===== config.mk =====
export PLATFORM = sky130hd
export DESIGN_NAME = lgu_div
export DESIGN_NICKNAME = d
export VERILOG_FILES = /design/src/design/lgu_pkg.sv /design/src/design/lgu_div.sv
export SDC_FILE = /design/constraint.sdc
export NUM_CORES = 1
export LEC_CHECK = 0
export BUFFER_PORTS_ARGS = -buffer_cell sky130_fd_sc_hd__buf_2
export CORE_MARGIN = 2
export CORE_UTILIZATION = 30
export DETAILED_ROUTE_END_ITERATION = 7
export GPL_TIMING_DRIVEN = 1
export HOLD_SLACK_MARGIN = 0.1
export SYNTH_ARGS = -nofsm -noshare
export SYNTH_HDL_FRONTEND = slang
export SYNTH_SLANG_ARGS = --single-unit

===== constraint.sdc =====
create_clock -name clock -period 14.6 [get_ports clock]
set_input_delay 1.46 -clock clock [delete_from_list [all_inputs] [get_ports clock]]
set_output_delay 1.46 -clock clock [all_outputs]
set_load 0.02 [all_outputs]

===== src/design/lgu_pkg.sv =====
// Shared types and constants for the loss and gradient unit.
package lgu_pkg;

   localparam int DIVD_W  = 42;     // divider dividend width (k << 30 for k < 4096)
   localparam int DVSR_W  = 24;     // divider divisor width (x <= 2^23)
   localparam int LN2_Q16 = 45426;  // ln 2 in Q16
   localparam int TERM_MAX_D = 80;  // series stops once the odd divisor reaches this

   localparam logic [0:0] MODE_HALF_SQ = 1'b0;
   localparam logic [0:0] MODE_XENT    = 1'b1;

   localparam logic [0:0] REG_LOSS_MODE = 1'b0;

   typedef struct packed {
      logic signed [23:0] prediction;
      logic signed [23:0] target;
      logic               last;
   } req_payload_type;

   typedef struct packed {
      logic signed [31:0] gradient;
      logic signed [47:0] vector_loss;
      logic signed [47:0] loss_total;
      logic               done_res;
   } rsp_payload_type;

   typedef enum logic [4:0] {
      ST_FILL_ZS,
      ST_FILL_ZW,
      ST_FILL_Z2,
      ST_FILL_LOOP,
      ST_FILL_TW,
      ST_FILL_TM,
      ST_FILL_WR,
      ST_IDLE,
      ST_SE_MUL,
      ST_CE_DS,
      ST_CE_DW,
      ST_CE_NORM,
      ST_CE_IDX,
      ST_CE_RD,
      ST_CE_LN,
      ST_CE_MUL,
      ST_DONE
   } state_type;

endpackage


===== src/design/lgu_div.sv =====
// Radix-2 restoring unsigned divider, one quotient bit per cycle.
module lgu_div (
   input  logic                         clock,
   input  logic                         reset,
   input  logic                         start,
   input  logic [lgu_pkg::DIVD_W-1:0]   dividend,
   input  logic [lgu_pkg::DVSR_W-1:0]   divisor,
   output logic [lgu_pkg::DIVD_W-1:0]   quotient,
   output logic                         done
);

   localparam int CW = $clog2(lgu_pkg::DIVD_W + 1);

   logic [lgu_pkg::DVSR_W-1:0] rem_ff, rem_in;
   logic [lgu_pkg::DVSR_W-1:0] dvsr_ff;
   logic [lgu_pkg::DIVD_W-1:0] quo_ff, quo_in;
   logic [CW-1:0]              cnt_ff;
   logic                       busy_ff;
   logic                       done_ff;
   logic [lgu_pkg::DVSR_W:0]   trial;
   logic                       ge;

   always_comb begin
      trial  = {rem_ff, quo_ff[lgu_pkg::DIVD_W-1]};
      ge     = (trial >= {1'b0, dvsr_ff});
      rem_in = ge ? lgu_pkg::DVSR_W'(trial - {1'b0, dvsr_ff})
                  : trial[lgu_pkg::DVSR_W-1:0];
      quo_in = {quo_ff[lgu_pkg::DIVD_W-2:0], ge};
   end

   always_ff @(posedge clock) begin
      if (reset) begin
         busy_ff <= 1'b0;
         done_ff <= 1'b0;
      end else begin
         done_ff <= 1'b0;
         if (start) begin
            busy_ff <= 1'b1;
            cnt_ff  <= CW'(lgu_pkg::DIVD_W);
            rem_ff  <= '0;
            quo_ff  <= dividend;
            dvsr_ff <= divisor;
         end else if (busy_ff) begin
            rem_ff <= rem_in;
            quo_ff <= quo_in;
            cnt_ff <= cnt_ff - CW'(1);
            if (cnt_ff == CW'(1)) begin
               busy_ff <= 1'b0;
               done_ff <= 1'b1;
            end
         end
      end
   end

   assign quotient = quo_ff;
   assign done     = done_ff;

endmodule


==> impl_metrics.yaml <==
timing:
  fin_skew_ns: 0.008679
  min_period_ns: 3.574
  slew_headroom_pct: 43.61
  rsz0062_at_grt: "no"
  finalCritPeriodShare_pct: 24.48
  hold_viol_final: 0
  fmax_mhz: 279.8
  final.setup.tns_ns: 0
  tightest_slew_ns: 0.8459
  setup_viol: 0
  slew_viol_final: 0
power:
  p_leak_nw: 2.660
  power.density_mw_per_mm2: 120.2
  peakVddDrop_v: 0.00006986
  pwr-share-seq_pct: 45.2
  power.switching_w: 0.0002208
  p_sw_share_pct: 28.63
  intPower_w: 0.0005504
  clkPwrFrac_pct: 31.4
  power_frac_comb_pct: 23.4
synth:
  synth_fp_nets: 519
  synthTopCellsByArea: "edfxtp_1 54%, mux2_2 9.1%, ha_1 6.1%"
  async_flop_share_pct: 0
  yosys_most_used_dff: "edfxtp_1"
  syn_inst: 423
  ys_seq_area_share_pct: 54.87
  synth_area_mm2: 0.005326
  synth_cell_type_count: 63
  synth-edff-count: 96
  synth-seq-cells: 98
  syn_area_per_cell_um2: 12.59
  synth_top_area_share_pct: 54.12
  yosys.area.top_type: "edfxtp_1"
  yosys_warnings: 0
setup_path:
  startpoint: "start"
  crit_type: "primary input to register"
  path_common_cell: "buf_4"
  slowest_delay_ns: 0.69
  cp_data_required_time_ns: 14.58
  critical_path.cell_chain: "buf_2, buf_4, nor2_1, nor2_4, buf_4"
  cp.arrival_ns: 3.56
  cp_slowest_cell: "buf_4"
  timing.rr.start: "rem_ff[2]"
  end_kind: "register"
  path_buf_inv: 3
  path_delay_family: "buffers and inverters"
  cp_max_fo: 69
  startpoint_type: "primary input"
clock_tree:
  ctsHoldBuffers: 0
  cts_max_level: 3
  cts_tree: "done"
  postCtsSetupRepairBufs: 0
  cts_num_sinks: 98
  cts_root_buf: "clkbuf_16"
  postCtsResizedCells: 0
  worstSkewPairLatency_ns: 0.36
  cts.clk_slew.worst_paths_ns: 0.07
  numCtsBuffers: 9
  clk_path_buf_depth: 2
place:
  dp_hpwl_um: 8679
  numPortBuffers: 111
  gp_congestion: 0.7875
  dp_cells: 750
hold_path:
  hold_path.class: "register to register"
  hold_start: "busy_ff"
global_route:
  grt_max_degree: 70
  grt_usage_pct: 13.65
  grt_pass1_vias: 3879
  grt_first_pass_wirelength_um: 19840
  grt_overflow: 0
  grt_antenna_before_repair: 1
drt:
  vias: 3671
  drt_wl_total_um: 11980
  first_pass_iters: 4
  postRouteAntennaNets: 0
  drt_iter0_markers: 161
  avgRoutedWirePerCell_um: 15.63
  via_per_inst: 4.792
  drc: 0
floorplanning:
  die_h_um: 137.2
  core_mm2: 0.01736
  num_rows: 48
  io_pins: 112
  fp.dieW_um: 137.2
  dieArea_mm2: 0.01884
  start_util_pct: 30.69
finish:
  antenna_cells: 0
  layout-drive-gt1-share_pct: 35.67
  area_growth_pct: 20.46
  fin_cells: 766
  fin_nets: 632
job:
  drv_cap: 0
status:
  run_status: "finished clean"
## kinds of logic after synthesis
family	count (synthesis)	synth area share [%]
flops	98	54.87
compound gates	82	11.37
mux	57	11.72
xor+xnor	20	3.289
simple gates	95	8.410
buf+inv	44	3.852
fa+ha+maj	27	6.483
## worst reg2reg max path, stage by stage (launching register included)
cell and delay [ns]:
edfxtp_1 0.39, ha_1 0.38, o211ai_1 0.11, a21oi_1 0.26, o21ai_1 0.18, a21oi_2 0.23
o2111ai_2 0.21, o21ai_2 0.16, buf_4 0.42, mux2_2 0.40, and2_1 0.16
## power by group through the flow
| stage | logic, W | registers [W] | clock network, W |
|---|---|---|---|
| 2_1_floorplan | 0.000129 | 0.000362 | 0 |
| 3_3_place_gp | 0.000177 | 0.000354 | 0 |
| 3_5_place_dp | 0.000180 | 0.000355 | 0 |
| 4_1_cts | 0.000181 | 0.000349 | 0.000249 |
| 5_1_grt | 0.000201 | 0.000352 | 0.000260 |
| 6_report | 0.000180 | 0.000349 | 0.000242 |
## per-stage QoR
| stage | setup slack (ns) | hold slack [ns] | utilization (%) | instance area (um^2) | power (W) |
|---|---|---|---|---|---|
| after global routing | 10.86 | 0.5390 | 36.97 | 6416 | 0.0008119 |
| final | 11.03 | 0.5336 | 36.97 | 6416 | 0.0007713 |
| after detailed placement | 10.61 | 0.5100 | 35.23 | 6115 | 0.0005348 |
| after floorplan | 8.971 | 0.4898 | - | 5326 | 0.0004914 |
| after global placement | 10.68 | 0.5171 | 35.23 | 6115 | 0.0005317 |
| after CTS | 11.00 | 0.5323 | 36.97 | 6416 | 0.0007797 |
## synthesized netlist by cell type, types with 3 or more instances
cell type and number:
a21o_1 8, xnor2_1 14, nand2b_1 4, nor3_1 6, o21ai_1 4, a21oi_1 20, xor2_1 6, nor2b_1 3
mux2_2 43, inv_1 31, buf_2 4, o21ai_0 9, and3_1 3, nor2_1 44, a211oi_2 5, nand3_1 3
clkbuf_1 5, o21a_1 3, edfxtp_1 96, o21bai_1 3, nand2_1 17, and2_1 3, mux2i_1 14, ha_1 26
## placed cells by master (no fill, tap or decap), types with 8 or more instances in the layout
cell type / instances
ha_1: 26
a21oi_1: 20
clkbuf_16: 9
o21ai_0: 9
xnor2_1: 14
mux2i_1: 14
buf_2: 111
edfxtp_1: 96
a21o_1: 8
inv_1: 31
nand2_1: 17
nor2_1: 42
mux2_2: 43
## layer usage
layer,share of wire (%),GRT usage (%)
met2,45,21.39
met4,1.9,5.842
met3,7.6,4.489
met1,45,17.25
met5,0,0
## final cells by class
class | count | area [um^2]
Sequential cell | 98 | 2923
Tap cell | 225 | 281.5
Clock buffer | 9 | 225.2
Multi-Input combinational cell | 281 | 2208
Timing Repair Buffer | 115 | 585.6
Fill cell | 1686 | 10940
Inverter | 31 | 116.4
Clock inverter | 7 | 76.32
## sequential cells by signal, summed over array words and instances, names as in the netlist
name,count
quotient,42
dvsr_ff,24
rem_ff,24
cnt_ff,6
busy_ff,1
done,1
## worst paths after layout
kind,end,slack (ns),depth (start not counted)
setup / recovery,rem_ff[6],11.03,5
setup reg to reg,rem_ff[11],11.47,10
hold / removal,done,0.53,1
hold reg to reg,done,0.53,1
Power figures use the tool's default switching activity.
